$ cat src/rtl/core/ampb_pkg.sv
`default_nettype none

package ampb_pkg;

  // Default frame size and beep length in frames
  localparam int unsigned FRAME_CHANNELS_DEF = 2;
  localparam int unsigned BEEP_LENGTH_DEF    = 4096;

  // Sawtooth step per countdown unit
  localparam logic [15:0] TONE_STEP  = 16'd1486;
  // ceil(2^18 / 6): exact divide by 6 for magnitudes up to 32768
  localparam logic [15:0] TONE_RECIP = 16'd43691;
  localparam int unsigned TONE_SHIFT = 18;

  typedef struct packed {
    logic signed [15:0] sample_a;
    logic signed [15:0] sample_b;
    logic signed [15:0] sample_c;
    logic               enable_a;
    logic               enable_b;
    logic               enable_c;
    logic        [15:0] gain_a;
    logic        [15:0] gain_b;
    logic        [15:0] gain_c;
    logic               end_of_buffer;
    logic               beep_start;
  } in_item_t;

  typedef struct packed {
    logic signed [15:0] mixed_sample;
    logic        [15:0] buffer_peak;
    logic               peak_valid;
  } out_item_t;

  // Beep status handed from the countdown to the output stage
  typedef struct packed {
    logic        active;
    logic [15:0] raw;
  } beep_info_t;

endpackage

`default_nettype wire

$ cat src/rtl/core/ampb_mix.sv
`default_nettype none

module ampb_mix
  import ampb_pkg::*;
(
  input  wire logic               clk,
  input  wire logic               rst,
  input  wire logic               advance,
  input  wire logic signed [32:0] prod_a,
  input  wire logic signed [32:0] prod_b,
  input  wire logic signed [32:0] prod_c,
  input  wire logic               buffer_end,
  input  wire beep_info_t         info,
  output out_item_t               result
);

  logic signed [34:0] sum;
  logic signed [34:0] sum_rnd;
  logic signed [19:0] rounded;
  logic signed [15:0] mixed;
  logic signed [16:0] mixed_x;
  logic        [15:0] mag;
  logic        [15:0] peak;
  logic        [15:0] peak_cur;
  logic signed [16:0] raw_x;
  logic        [15:0] tone_mag;
  logic        [31:0] tone_prod;
  logic        [12:0] tone_q;
  logic signed [15:0] tone;

  always_comb begin
    // Q5.30 sum, round half up to Q1.15, then clip
    sum     = 35'(prod_a) + 35'(prod_b) + 35'(prod_c);
    sum_rnd = sum + 35'sd16384;
    rounded = sum_rnd[34:15];
    if (rounded > 20'sd32767) begin
      mixed = 16'sh7FFF;
    end else if (rounded < -20'sd32768) begin
      mixed = 16'sh8000;
    end else begin
      mixed = rounded[15:0];
    end
    mixed_x  = 17'(mixed);
    mag      = mixed[15] ? 16'(-mixed_x) : 16'(mixed_x);
    peak_cur = (mag > peak) ? mag : peak;

    // Sawtooth: signed raw word / 6, truncated toward zero
    raw_x     = 17'($signed(info.raw));
    tone_mag  = info.raw[15] ? 16'(-raw_x) : info.raw;
    tone_prod = tone_mag * TONE_RECIP;
    tone_q    = tone_prod[TONE_SHIFT+12:TONE_SHIFT];
    tone      = info.raw[15] ? -16'(tone_q) : 16'(tone_q);
  end

  always_ff @(posedge clk) begin
    if (rst) begin
      peak <= '0;
    end else if (advance) begin
      peak <= buffer_end ? '0 : peak_cur;
    end
  end

  always_ff @(posedge clk) begin
    if (advance) begin
      result.mixed_sample <= info.active ? tone : mixed;
      result.buffer_peak  <= buffer_end ? peak_cur : '0;
      result.peak_valid   <= buffer_end;
    end
  end

endmodule

`default_nettype wire

$ cat config.mk
export PLATFORM = sky130hd
export DESIGN_NAME = ampb_mix
export DESIGN_NICKNAME = d
export VERILOG_FILES = /design/src/rtl/core/ampb_pkg.sv /design/src/rtl/core/ampb_mix.sv
export SDC_FILE = /design/constraint.sdc
export NUM_CORES = 1
export LEC_CHECK = 0
export ABC_AREA = 1
export BUFFER_PORTS_ARGS = -buffer_cell sky130_fd_sc_hd__clkbuf_2
export CAP_MARGIN = 20
export CORE_AREA = 8 8 123 238
export DETAILED_ROUTE_END_ITERATION = 7
export DIE_AREA = 0 0 131 246
export GPL_TIMING_DRIVEN = 0
export PLACE_DENSITY_LB_ADDON = 0.12
export SYNTH_ARGS = -nofsm -noshare
export SYNTH_HDL_FRONTEND = slang
export SYNTH_SLANG_ARGS = --single-unit
$ cat constraint.sdc
create_clock -name clk -period 7.8 [get_ports clk]
set_clock_uncertainty 0.15 [all_clocks]
set_input_delay 1.17 -clock clk [delete_from_list [all_inputs] [get_ports clk]]
set_output_delay 1.17 -clock clk [all_outputs]
set_load 0.1 [all_outputs]
==> results.cfg <==
[final_layout]
fin_area_um2 = 14000
nets = 2172
syn_to_final_growth_pct = 21.2
fin_cells = 2078
drive_above_1_share_pct = 21.2
fin_util_pct = 53.7
n_antenna_cell = 0

[worst_setup_path]
max_stage_delay_ns = 0.52
crit_buf_inv = 7
cp_max_fo = 8
crit_family = adder cells
start_kind = input port
worstPathRequired_ns = 7.67
cp.arrival_ns = 7.48
reg2reg_depth = 16
slowest_stage = fa_1
cp.depth = 33
critPathKind = input port to register
crit_path_end_kind = register

[outcome]
status = complete, no violations

[placed_design]
gp_congestion = 0.933
place_area_um2 = 12800
portBuffers = 151
placed_cells = 2030
hpwlAfterDp_mm = 29.5

[logic_synthesis]
synth_async_sr_flop_share_pct = 0
ys_types = 52
postSynthCellCount = 1535
synth_top_area_cell = ha_1
synth_top_flop_cell = edfxtp_1
synth-edff-count = 33
syn-num-nets = 1974
ys_warn_count = 0
synth_seq_cells = 49
synth_top_area_share_pct = 22.2
syn_avg_cell_area_um2 = 7.55
yosys-top-cells-area = ha_1 22%, fa_1 20%, inv_1 12%
ys_seq_area_share_pct = 11.3
netlist_area_um2 = 11600

[drt]
antenna_left = 0
drtPass1Iterations = 7
drt_iter0_drc = 364
vias = 10400
via_per_inst = 4.99
wl_mm = 33.5
wl_per_cell_um = 16.1
drc = 0

[worst_hold_path]
min_path_cells = 2
hold_class = register to register

[cts]
insertion_delay_ns = 0.29
cts_made_buffers = 5
clk_path_buf_depth = 2
cts_tree = built
clock-root-buffer = clkbuf_16
cts.sinks = 49
path_clk_slew_ns = 0.07
cts.htree.levels = 2

[sta]
rsz0062_at_grt = true
finalHoldViolations = 0
finalCriticalPeriod_ns = 7.61
worst_slew_pin_slew_ns = 0.847
finalSetupViolCount = 0
finalCritPeriodShare_pct = 97.6
slew_headroom_pct = 43.2
fmax_ghz = 0.131
drv_slew = 0
tns_ns = 0

[floorplan]
die_height_um = 246
die_w_um = 131
initial_core_util_pct = 44.3
ios = 153
core_area_um2 = 26200
rows = 84
die_area_um2 = 32200

[global_route]
first_global_vias = 11100
global_route.overflow_total = 0
grt_usage_pct = 21.2
grt_pass1_wl_mm = 52.8
grt_max_degree = 36
antenna_found_initial = 0

[flow_run]
cap_violations = 0
==> cell usage after synthesis, types with 11 or more instances <==
| library cell | instances |
|---|---|
| fa_1 | 113 |
| nand4_1 | 14 |
| nor3_1 | 11 |
| edfxtp_1 | 33 |
| nand3_1 | 45 |
| nand2_1 | 283 |
| a21oi_1 | 90 |
| xor2_1 | 34 |
| nand2_2 | 20 |
| inv_1 | 378 |
| xnor2_1 | 18 |
| dfxtp_1 | 16 |
| ha_1 | 206 |
| nor2_1 | 99 |
| o21ai_0 | 56 |
==> routing by layer <==
layer / vias up / share of wire, % / track usage (%)
li1: 5217 / - / -
met1: 4857 / 32 / 18.1
met2: 215 / 60 / 45.6
met3: 79 / 2.6 / 0.975
met4: 0 / 5.3 / 10.3
met5: - / 0 / 0
==> state kept, by name, indices dropped and copies added, names as in the netlist <==
name,count
peak,16
result,33
==> stage by stage <==
step                setup slack [ns]  hold WS (ns)
floorplan                      0.194         0.295
global placement               -1.90         0.303
detailed placement             -1.88         0.309
CTS                          0.00112         0.320
global route                  -0.129         0.346
finish                         0.189         0.317
==> cells by family (layout without fill, tap and decap cells) <==
family	Yosys count	count (layout)	synth area share (%)
buffers and inverters	400	599	13.2
DFF	49	49	11.3
adders and majority gates	319	319	41.8
and+or+nand+nor	515	515	20.0
xor gates and xnor gates	52	52	3.93
AOI/OAI and AO/OA	200	200	9.73
==> area by class of cell <==
cell class / instances / area (um2)
tap: 344 / 430
clock buffer: 6 / 129
sequential: 49 / 1310
multi-input combinational: 1086 / 9480
clock inverter: 2 / 33.8
buffer: 16 / 130
fill: 2571 / 12100
inverter: 384 / 1450
timing repair buffer: 191 / 1080
==> worst register-to-register path, stage by stage (launching register included) <==
cell	delay, ns
dfxtp_1	0.33
inv_1	0.05
ha_1	0.30
inv_1	0.04
nor2_1	0.07
nor2_1	0.04
nor2_1	0.08
a211oi_1	0.06
o221ai_1	0.20
a21oi_1	0.09
o21ai_0	0.14
nand2_1	0.12
inv_1	0.17
clkbuf_2	0.29
nand3_1	0.16
o21ai_0	0.18
nor2_1	0.07
==> cell usage in the layout (no fill, tap or decap), drive strengths merged, types with 5 or more instances in the layout <==
cell type | Yosys | layout
nand2 | 309 | 309
clkbuf | 8 | 161
or2 | 6 | 6
o21ai | 70 | 70
fa | 113 | 113
xor2 | 34 | 34
dfxtp | 16 | 16
nor3 | 11 | 11
nor2 | 109 | 109
edfxtp | 33 | 33
nand3 | 50 | 50
ha | 206 | 206
a21o | 7 | 7
xnor2 | 18 | 18
inv | 383 | 383
buf | 8 | 52
o21a | 5 | 5
a21oi | 93 | 93
nand4 | 14 | 14
nor4 | 9 | 9
==> final timing paths <==
path / start / endpoint / slack, ns
worst max-delay path: info[0] / result[29] / 0.19
worst min-delay path: peak[9] / peak[9] / 0.32
worst max register to register: peak[1] / result[7] / 4.98
worst min register to register: peak[9] / peak[9] / 0.32
==> what timing repair did <==
item                                   in CTS  in global routing
pin swaps                                  26                 45
setup buffers                              24                 16
resized for setup                          78                 84
hold buffers                                0                  0
cloned                                      0                  0
setup endpoints to repair                  16                 24
endpoints found under the hold margin       0                  0
Power is left out: the tool's default activity adds up to more than one toggle a clock period on the data nets, which glitch-free logic cannot reach.
