### src/rtl/core/ampb_pkg.sv
`default_nettype none

package ampb_pkg;

  // Default frame size and beep length in frames
  localparam int unsigned FRAME_CHANNELS_DEF = 2;
  localparam int unsigned BEEP_LENGTH_DEF    = 4096;

  // Sawtooth step per countdown unit
  localparam logic [15:0] TONE_STEP  = 16'd1486;
  // ceil(2^18 / 6): exact divide by 6 for magnitudes up to 32768
  localparam logic [15:0] TONE_RECIP = 16'd43691;
  localparam int unsigned TONE_SHIFT = 18;

  typedef struct packed {
    logic signed [15:0] sample_a;
    logic signed [15:0] sample_b;
    logic signed [15:0] sample_c;
    logic               enable_a;
    logic               enable_b;
    logic               enable_c;
    logic        [15:0] gain_a;
    logic        [15:0] gain_b;
    logic        [15:0] gain_c;
    logic               end_of_buffer;
    logic               beep_start;
  } in_item_t;

  typedef struct packed {
    logic signed [15:0] mixed_sample;
    logic        [15:0] buffer_peak;
    logic               peak_valid;
  } out_item_t;

  // Beep status handed from the countdown to the output stage
  typedef struct packed {
    logic        active;
    logic [15:0] raw;
  } beep_info_t;

endpackage

`default_nettype wire

### src/rtl/core/ampb_beep.sv
`default_nettype none

module ampb_beep
  import ampb_pkg::*;
#(
  parameter int unsigned FRAME_CHANNELS = FRAME_CHANNELS_DEF,
  parameter int unsigned BEEP_LENGTH    = BEEP_LENGTH_DEF
) (
  input  wire logic  clk,
  input  wire logic  rst,
  input  wire logic  advance,
  input  wire logic  beep_start,
  output beep_info_t info
);

  localparam logic [15:0] BEEP_LOAD  = 16'(BEEP_LENGTH);
  localparam logic [3:0]  FRAME_SIZE = 4'(FRAME_CHANNELS);

  logic [15:0] count;
  logic [15:0] count_next;
  logic [15:0] count_eff;
  logic [2:0]  position;
  logic [2:0]  position_next;
  logic        frame_end;

  always_comb begin
    count_eff     = beep_start ? BEEP_LOAD : count;
    frame_end     = ({1'b0, position} + 4'd1) >= FRAME_SIZE;
    position_next = frame_end ? 3'd0 : position + 3'd1;
    count_next    = (frame_end && (count_eff != '0)) ? count_eff - 16'd1 : count_eff;
  end

  always_ff @(posedge clk) begin
    if (rst) begin
      count    <= '0;
      position <= '0;
    end else if (advance) begin
      count    <= count_next;
      position <= position_next;
    end
  end

  always_ff @(posedge clk) begin
    if (advance) begin
      info.active <= (count_eff != '0);
      info.raw    <= 16'(count_eff * TONE_STEP);
    end
  end

  a_count_bound: assert property (@(posedge clk) disable iff (rst)
    count <= BEEP_LOAD)
    else $error("beep countdown above its load value");

  a_position_bound: assert property (@(posedge clk) disable iff (rst)
    ({1'b0, position} < FRAME_SIZE))
    else $error("frame position outside the frame");

endmodule

`default_nettype wire

### config.mk
export PLATFORM = sky130hd
export DESIGN_NAME = ampb_beep
export DESIGN_NICKNAME = d
export VERILOG_FILES = /design/src/rtl/core/ampb_pkg.sv /design/src/rtl/core/ampb_beep.sv
export SDC_FILE = /design/constraint.sdc
export NUM_CORES = 1
export LEC_CHECK = 0
export BUFFER_PORTS_ARGS = -buffer_cell sky130_fd_sc_hd__buf_2
export CORE_AREA = 2 2 85 120
export CTS_CLUSTER_DIAMETER = 200
export DETAILED_ROUTE_END_ITERATION = 12
export DIE_AREA = 0 0 87 122
export MAX_ROUTING_LAYER = met4
export PLACE_DENSITY = 0.67
export SETUP_SLACK_MARGIN = 0.4
export SLEW_MARGIN = 20
export SYNTH_ARGS = -nofsm -noshare
export SYNTH_HDL_FRONTEND = slang
export SYNTH_SLANG_ARGS = --single-unit
### constraint.sdc
create_clock -name clk -period 8 [get_ports clk]
set_input_delay 1.2 -clock clk [delete_from_list [all_inputs] [get_ports clk]]
set_output_delay 1.2 -clock clk [all_outputs]
set_load 0.01 [all_outputs]
==> results.sh, run 1 <==
export IMPL_outcome="finished clean"
export IMPL_grt_total_usage_pct=16.18
export IMPL_synth_edf_count=16
export IMPL_max_freq_mhz=175.5
export IMPL_r2r_start="count[5]$_SDFFE_PP0P_"
export IMPL_htree_levels=2
export IMPL_worstMarginPinSlew_ps=569.7
export IMPL_ys_ff_latch=35
export IMPL_r2r_cells=18
export IMPL_syn_to_final_growth_pct=9.581
export IMPL_syn_area_um2=3735
export IMPL_initial_core_util_pct=38.78
export IMPL_p_per_area_nw_per_um2=214.5
export IMPL_ios=21
export IMPL_cts_path_max_buffers=2
export IMPL_drive_gt1_share_pct=9.630
export IMPL_rrSetupSlack_ps=2950
export IMPL_num_rows=43
export IMPL_remaining_drc_errors=0
export IMPL_routed_wirelength_mm=7.511
export IMPL_postCtsSetupBuffers=0
export IMPL_path_class="in2reg"
export IMPL_final_cells=517
export IMPL_path_max_fanout=29
export IMPL_rsz0062_at_grt="false"
export IMPL_clk_latency_ps=290
export IMPL_antenna_found_initial=0
export IMPL_clk_pin_slew_worst_paths_ps=60
export IMPL_overflow=0
export IMPL_placed_cells=509
export IMPL_fp_dieW_um=87
export IMPL_clock_sinks=35
export IMPL_drtIter0Drc=64
export IMPL_setup_viol=0
export IMPL_via_count=2532
export IMPL_drt_pass1_iterations=4
export IMPL_final_area_um2=4093
export IMPL_ctsHoldBuffers=0
export IMPL_ys_flop_type="dfxtp_1"
export IMPL_worstReg2RegEnd="info[15]$_DFFE_PP_"
export IMPL_dpl_instance_area_um2=3906
export IMPL_end_kind="flip-flop"
export IMPL_skew_ps=6.877
export IMPL_fp_dieH_um=122
export IMPL_most_common_layout_cells="inv_1 (74), ha_1 (50), fa_1 (34), nor2_1 (32), xnor2_1 (28)"
export IMPL_fin_ws_ps=2302
export IMPL_slew_headroom_pct=62.02
export IMPL_synth_net_count=478
export IMPL_ir_worst_vdd_uv=99.84
export IMPL_crit_required_ps=8030
export IMPL_cp_start_kind="input pin"
export IMPL_wire_per_inst_um=14.53
export IMPL_cts_buffers=5
export IMPL_cts_root_buf="clkbuf_16"
export IMPL_ys_warn_count=0
export IMPL_routed_via_density=4.897
export IMPL_fin_util_pct=42.50
export IMPL_final_hold_viol_count=0
export IMPL_place_ws_ps=1994
export IMPL_critPathArrivalTime_ps=5730
export IMPL_synth_cell_type_count=54
export IMPL_netlist_instances=390
export IMPL_grt_pass1_wl_mm=12.79
export IMPL_cp_endpoint="info[15]$_DFFE_PP_"
export IMPL_fin_tns_setup_ps=0
export IMPL_max_cap_violations=0
export IMPL_min_period_over_period_pct=71.22
export IMPL_leakage_nw=1.945
export IMPL_fin_crit_ps=5698
export IMPL_route_antenna_remaining_nets=0
export IMPL_crit_start="beep_start"
export IMPL_grt_pass1_vias=2657
export IMPL_hold_class="reg2reg"
export IMPL_core_region_area_um2=9630
export IMPL_hpwl_mm=6.219
export IMPL_die_area_um2=10610
export IMPL_cts_tree="yes"
export IMPL_avgSynthCellArea_um2=9.576
export IMPL_layout_cells_most_common="inv_1"
export IMPL_slew_viol_final=0
export IMPL_nets=492
export IMPL_yosysSeqAreaShare_pct=23.05
export IMPL_n_antenna_cell=0
export IMPL_grt_max_degree=30
export IMPL_cts_resized=0
export IMPL_async_flop_share_pct=0
export IMPL_port_buffer_count=19
export IMPL_gp_congestion=0.9192
kinds of logic after synthesis:
family | share of synthesized area [%]
buf+inv | 9.146
simple gates | 13.64
compound gates | 9.447
fa+ha+maj | 34.97
flops | 23.05
other cells | 0.1004
mux | 0.2680
xor+xnor | 9.380
registers in the layout, indices dropped and copies added (netlist names):
signal / count
count: 16
info: 16
position: 3
report_power, final:
part / switching (mW) / leakage (nW) / internal, mW
combinational: 0.213 / 1.54 / 0.167
clock: 0.0788 / 0.0925 / 0.166
sequential: 0.0204 / 0.316 / 0.233
critical path: stages:
cell and delay (ps):
buf_2 260, nor2b_1 310, inv_1 110, ha_1 340
inv_1 70, fa_1 490, inv_1 50, ha_1 310
fa_1 530, inv_1 50, fa_1 490, inv_1 50
ha_1 350, a21o_1 200, a31o_1 180, a31oi_1 230
o21bai_1 200, a211oi_2 230, xnor2_1 90
worst min-delay path by stage:
stage / from / depth (start not counted) / end / slack, ps
floorplan: position[1]$_SDFFE_PP0P_ / 2 / position[1]$_SDFFE_PP0P_ / 460
global placement: position[1]$_SDFFE_PP0P_ / 2 / position[1]$_SDFFE_PP0P_ / 470
detailed placement: position[1]$_SDFFE_PP0P_ / 2 / position[1]$_SDFFE_PP0P_ / 480
CTS: position[1]$_SDFFE_PP0P_ / 2 / position[1]$_SDFFE_PP0P_ / 490
global route: position[1]$_SDFFE_PP0P_ / 2 / position[1]$_SDFFE_PP0P_ / 530
finish: position[1]$_SDFFE_PP0P_ / 2 / position[1]$_SDFFE_PP0P_ / 480
metrics by stage:
stage	power, mW	hold WS [ps]
after CTS	0.8902	486.4
after global routing	0.9489	525.7
after floorplan	0.5527	455.4
after detailed placement	0.6394	475.9
after global placement	0.6295	469.3
final	0.8779	482.2
synth_stat cells (6+ instances only):
cell | instances | area share (%)
and2_1 | 6 | 1.0
clkbuf_1 | 6 | 0.60
dfxtp_1 | 19 | 10
edfxtp_1 | 16 | 13
fa_1 | 34 | 18
ha_1 | 50 | 17
inv_1 | 74 | 7.4
nand2_1 | 27 | 2.7
nand2b_1 | 8 | 1.3
nor2_1 | 32 | 3.2
nor2b_1 | 13 | 2.2
xnor2_1 | 28 | 6.6
xor2_1 | 12 | 2.8
metal layers:
| metal | up-vias | routed length, um | track usage [%] |
|---|---|---|---|
| met2 | 37 | 4051 | 28.91 |
| li1 | 1267 | - | - |
| met4 | 0 | 232 | 6.445 |
| met1 | 1216 | 3047 | 17.67 |
| met3 | 12 | 180 | 2.507 |
| met5 | - | 0 | - |
cell type report:
type,count,area [um^2]
Inverter,74,277.8
Clock buffer,6,150.1
Multi-Input combinational cell,269,2532
Timing Repair Buffer,19,95.09
Sequential cell,35,860.8
Clock inverter,2,36.28
Tap cell,112,140.1
Fill cell,891,5538
Power figures use the tool's default switching activity.
==> inputs of run 2 (changes only) <==
--- a/config.mk
+++ b/config.mk
@@ -11,7 +11,7 @@
 export DETAILED_ROUTE_END_ITERATION = 12
 export DIE_AREA = 0 0 87 122
 export MAX_ROUTING_LAYER = met4
-export PLACE_DENSITY = 0.67
+export PLACE_DENSITY = 0.69
 export SETUP_SLACK_MARGIN = 0.4
 export SLEW_MARGIN = 20
 export SYNTH_ARGS = -nofsm -noshare
==> constraint.sdc (replaced) <==
create_clock -name clk -period 4.7 [get_ports clk]
set_input_delay 0.705 -clock clk [delete_from_list [all_inputs] [get_ports clk]]
set_output_delay 0.705 -clock clk [all_outputs]
set_load 0.01 [all_outputs]
==> results.sh, run 2 (synthesis results as in run 1) <==
export IMPL_outcome="finished clean"
export IMPL_initial_core_util_pct=38.78
export IMPL_cts_tree="yes"
export IMPL_layout_cells_most_common="inv_1"
export IMPL_path_max_fanout=8
export IMPL_syn_to_final_growth_pct=29.31
export IMPL_drive_gt1_share_pct=29.83
export IMPL_grt_pass1_vias=3049
export IMPL_final_area_um2=4830
export IMPL_setup_viol=0
export IMPL_most_common_layout_cells="inv_1 (63), buf_4 (59), ha_1 (38), fa_1 (34), nor2_1 (31)"
export IMPL_wire_per_inst_um=14.90
export IMPL_routed_wirelength_mm=8.612
export IMPL_max_cap_violations=0
export IMPL_core_region_area_um2=9630
export IMPL_grt_max_degree=26
export IMPL_cp_top_family="adder cells"
export IMPL_p_per_area_nw_per_um2=342.6
export IMPL_die_area_um2=10610
export IMPL_hpwl_mm=6.805
export IMPL_fp_dieH_um=122
export IMPL_hold_class="reg2reg"
export IMPL_clk_pin_slew_worst_paths_ps=60
export IMPL_path_cells="buf_16 > nor2b_4 > inv_2 > ha_4 > inv_2 > fa_1 > inv_2 > fa_1 > fa_1 > inv_1 > fa_1 > inv_2 > ha_4 > a21o_1 > a2111o_1 > o221ai_2 > xnor2_1"
export IMPL_min_period_over_period_pct=94.65
export IMPL_place_ws_ps=-338.9
export IMPL_overflow=0
export IMPL_cts_buffers=5
export IMPL_fin_crit_ps=4448
export IMPL_critPathArrivalTime_ps=4480
export IMPL_gp_congestion=0.8974
export IMPL_cts_path_max_buffers=2
export IMPL_drt_pass1_iterations=4
export IMPL_cts_root_buf="clkbuf_16"
export IMPL_routed_via_density=4.915
export IMPL_slew_headroom_pct=60.78
export IMPL_remaining_drc_errors=0
export IMPL_end_kind="flip-flop"
export IMPL_skew_ps=5.882
export IMPL_grt_total_usage_pct=17.95
export IMPL_cp_start_kind="input pin"
export IMPL_path_buf_inv=6
export IMPL_slowest_delay_ps=510
export IMPL_crit_required_ps=4740
export IMPL_max_freq_mhz=224.8
export IMPL_slowest_stage="fa_1"
export IMPL_worstMarginPinSlew_ps=588.4
export IMPL_final_hold_viol_count=0
export IMPL_htree_levels=2
export IMPL_slew_viol_final=0
export IMPL_port_buffer_count=19
export IMPL_ir_worst_vdd_uv=152.9
export IMPL_dpl_instance_area_um2=4433
export IMPL_ctsHoldBuffers=0
export IMPL_antenna_found_initial=0
export IMPL_drtIter0Drc=54
export IMPL_nets=553
export IMPL_clock_sinks=35
export IMPL_via_count=2841
export IMPL_route_antenna_remaining_nets=0
export IMPL_grt_pass1_wl_mm=14.13
export IMPL_rsz0062_at_grt="true"
export IMPL_leakage_nw=2.256
export IMPL_num_rows=43
export IMPL_fin_ws_ps=251.5
export IMPL_nFillCells=848
export IMPL_n_antenna_cell=0
export IMPL_reg_top3="count (16), info (16), position (3)"
export IMPL_fp_dieW_um=87
export IMPL_path_class="in2reg"
export IMPL_ios=21
export IMPL_clk_latency_ps=290
==> run 2: cell types whose count changed in the layout (fill, tap and decap cells not counted), moves of 4 or more <==
| cell | before | now |
|---|---|---|
| buf_4 | 0 | 59 |
| ha_1 | 50 | 38 |
| ha_4 | 0 | 12 |
| inv_1 | 74 | 63 |
| inv_2 | 0 | 11 |
| nor2b_1 | 13 | 4 |
| nor2b_2 | 0 | 4 |
| nor2b_4 | 0 | 5 |
==> run 2: per-layer routing <==
layer  vias to the layer above  GRT usage (%)  share of wire, %
met4                         0          7.324               3.2
met1                      1386          17.69                37
met5                         -              -                 0
met2                        39          34.30                59
li1                       1395              -                 -
met3                        21          2.507               1.6
==> run 2: through the flow <==
step                      hold WS (ps)  std cells  total power, mW  util (%)  TNS [ps]
after CTS                        491.3        571            1.645     49.14         0
after global routing             521.2        578            1.777     50.15         0
after detailed placement         481.8        560            1.223     46.03     -1273
final                            487.3        578            1.654     50.15         0
after floorplan                  455.4        390           0.9886         -    -194.8
after global placement           468.9        560            1.194     46.03    -826.1
==> run 2: cell type report <==
class                           instances  area, um^2  share of cell area [%]
Clock buffer                            7       163.9                   3.394
Clock inverter                          1       5.005                  0.1036
Inverter                               74       277.8                   5.751
Multi-Input combinational cell        269        2785                   57.67
Sequential cell                        35       860.8                   17.82
Tap cell                              112       140.1                   2.902
Timing Repair Buffer                   80       596.8                   12.36
==> run 2: final timing paths <==
path	startpoint	end	slack (ps)	cells past startpoint
setup / recovery	beep_start	info[14]$_DFFE_PP_	250	17
hold / removal	position[1]$_SDFFE_PP0P_	position[1]$_SDFFE_PP0P_	490	2
setup reg to reg	count[7]$_SDFFE_PP0P_	info[14]$_DFFE_PP_	380	16
hold reg to reg	position[1]$_SDFFE_PP0P_	position[1]$_SDFFE_PP0P_	490	2
==> run 2: where the power goes <==
group / total [mW] / internal (mW) / switching [mW] / leakage, nW
clock: 0.378 / 0.242 / 0.135 / 0.0850
combinational: 0.857 / 0.420 / 0.437 / 1.86
sequential: 0.420 / 0.396 / 0.0237 / 0.316
==> run 2: tightest hold or removal path, cell delays in order (launching register included) <==
cell,delay [ps]
dfxtp_1,320
inv_1,70
nor3_1,50
==> run 2: timing repair <==
item,CTS,global route
gates resized for setup,20,5
gates cloned,0,1
endpoints found under the setup margin,7,7
buffers inserted,3,6
pin swaps,23,4
==> inputs of run 3 (changes only) <==
--- a/config.mk
+++ b/config.mk
@@ -12,7 +12,7 @@
 export DIE_AREA = 0 0 87 122
 export MAX_ROUTING_LAYER = met4
 export PLACE_DENSITY = 0.69
-export SETUP_SLACK_MARGIN = 0.4
+export SETUP_SLACK_MARGIN = 0.3
 export SLEW_MARGIN = 20
 export SYNTH_ARGS = -nofsm -noshare
 export SYNTH_HDL_FRONTEND = slang
==> results.sh, run 3 (synthesis results as in run 1) <==
export IMPL_final_hold_viol_count=0
export IMPL_antenna_found_initial=0
export IMPL_core_region_area_um2=9630
export IMPL_grt_pass1_vias=3032
export IMPL_regArea_um2=860.8
export IMPL_hold_class="reg2reg"
export IMPL_skew_ps=5.627
export IMPL_remaining_drc_errors=0
export IMPL_cts_root_buf="clkbuf_16"
export IMPL_grt_max_degree=26
export IMPL_fin_tns_setup_ps=0
export IMPL_nets=558
export IMPL_initial_core_util_pct=38.78
export IMPL_grt_pass1_wl_mm=14.15
export IMPL_setup_viol=0
export IMPL_gp_congestion=0.9685
export IMPL_slew_headroom_pct=58.93
export IMPL_routed_wirelength_mm=8.905
export IMPL_seq_power_share_pct=24.5
export IMPL_p_int_mw=1.107
export IMPL_combPwrFrac_pct=50.9
export IMPL_reg_top3="count (16), info (16), position (3)"
export IMPL_num_rows=43
export IMPL_fin_ws_ps=262.0
export IMPL_drt_pass1_iterations=6
export IMPL_clk_latency_ps=280
export IMPL_cp_start_kind="input pin"
export IMPL_critPathArrivalTime_ps=4470
export IMPL_end_kind="flip-flop"
export IMPL_ctsHoldBuffers=0
export IMPL_ir_worst_vdd_uv=193.9
export IMPL_p_per_area_nw_per_um2=347.4
export IMPL_via_count=2869
export IMPL_final_area_um2=4949
export IMPL_hpwl_mm=6.540
export IMPL_r2r_start="count[7]$_SDFFE_PP0P_"
export IMPL_rsz0062_at_grt="true"
export IMPL_power_mw=1.719
export IMPL_worstMarginPinSlew_ps=616.0
export IMPL_crit_required_ps=4730
export IMPL_power_switching_share_pct=35.59
export IMPL_fin_crit_ps=4438
export IMPL_worstReg2RegEnd="info[15]$_DFFE_PP_"
export IMPL_path_max_fanout=8
export IMPL_htree_levels=2
export IMPL_r2r_cells=17
export IMPL_final_cells=583
export IMPL_fin_util_pct=51.38
export IMPL_max_freq_mhz=225.3
export IMPL_cts_tree="yes"
export IMPL_drtIter0Drc=60
export IMPL_rrSetupSlack_ps=380
export IMPL_die_area_um2=10610
export IMPL_ios=21
export IMPL_hold_slack_ps=491.5
export IMPL_cts_path_max_buffers=2
export IMPL_nFillCells=790
export IMPL_layout_cells_most_common="inv_1"
export IMPL_switchingPower_mw=0.6120
export IMPL_placed_cells=560
export IMPL_syn_to_final_growth_pct=32.50
export IMPL_routed_via_density=4.921
export IMPL_fp_dieW_um=87
export IMPL_drive_gt1_share_pct=32.48
export IMPL_outcome="finished clean"
export IMPL_multi_input_area_um2=2834
export IMPL_overflow=0
export IMPL_grt_total_usage_pct=17.88
export IMPL_min_period_over_period_pct=94.42
export IMPL_cts_buffers=5
export IMPL_n_antenna_cell=0
export IMPL_cp_endpoint="info[14]$_DFFE_PP_"
export IMPL_route_antenna_remaining_nets=0
export IMPL_fp_dieH_um=122
export IMPL_wire_per_inst_um=15.27
export IMPL_port_buffer_count=19
export IMPL_pwr_share_clk_pct=24.6
export IMPL_clk_pin_slew_worst_paths_ps=60
export IMPL_hold_path_cell_count=2
export IMPL_place_ws_ps=-343.7
export IMPL_slew_viol_final=0
export IMPL_dpl_instance_area_um2=4427
export IMPL_leakage_nw=2.309
export IMPL_path_class="in2reg"
export IMPL_clock_sinks=35
export IMPL_crit_start="beep_start"
export IMPL_most_common_layout_cells="inv_1 (62), buf_4 (60), ha_1 (37), fa_1 (33), nor2_1 (31)"
export IMPL_max_cap_violations=0
-- run 3: how the worst min path moves through the flow --
stage	slack, ps	from	end
6_report	490	position[1]$_SDFFE_PP0P_	position[1]$_SDFFE_PP0P_
5_1_grt	520	position[1]$_SDFFE_PP0P_	position[1]$_SDFFE_PP0P_
4_1_cts	500	position[1]$_SDFFE_PP0P_	position[1]$_SDFFE_PP0P_
3_3_place_gp	470	position[1]$_SDFFE_PP0P_	position[1]$_SDFFE_PP0P_
3_5_place_dp	490	position[1]$_SDFFE_PP0P_	position[1]$_SDFFE_PP0P_
2_1_floorplan	460	position[1]$_SDFFE_PP0P_	position[1]$_SDFFE_PP0P_
-- run 3: cell type report --
cell class | instances | share of cell area, %
inverter | 74 | 5.613
timing repair buffer | 85 | 13.12
tap | 112 | 2.832
clock buffer | 6 | 3.034
sequential | 35 | 17.40
clock inverter | 2 | 0.7332
multi-input combinational | 269 | 57.27
-- run 3: power groups by stage --
stage	combinational [mW]	clock, mW	sequential [mW]
after floorplan	0.541	0	0.446
after global placement	0.771	0	0.424
after detailed placement	0.794	0	0.426
after CTS	0.842	0.429	0.420
after global routing	0.976	0.442	0.428
final	0.875	0.423	0.421
-- run 3: critical path, cell delays in order --
cell and delay (ps):
buf_16 130, buf_4 140, nand2b_1 150, ha_1 300, inv_1 60, fa_1 490
inv_1 60, fa_1 490, fa_1 520, inv_1 60, fa_1 520, inv_1 70
ha_4 170, a2111o_1 360, o221ai_2 150, xnor2_1 90
-- run 3: repair_timing --
| action | in CTS | in global routing |
|---|---|---|
| buffers inserted | 9 | 5 |
| gates cloned | 0 | 1 |
| setup endpoints to repair | 7 | 6 |
| resized for setup | 23 | 19 |
| pin swaps | 18 | 15 |
| hold endpoints to repair | 0 | 0 |
-- run 3: metal layers --
layer	routed length, um	up-vias	track usage, %
met1	3434	1391	18.45
met4	364	0	8.398
met3	148	26	2.304
li1	-	1406	-
met5	0	-	-
met2	4958	46	32.82
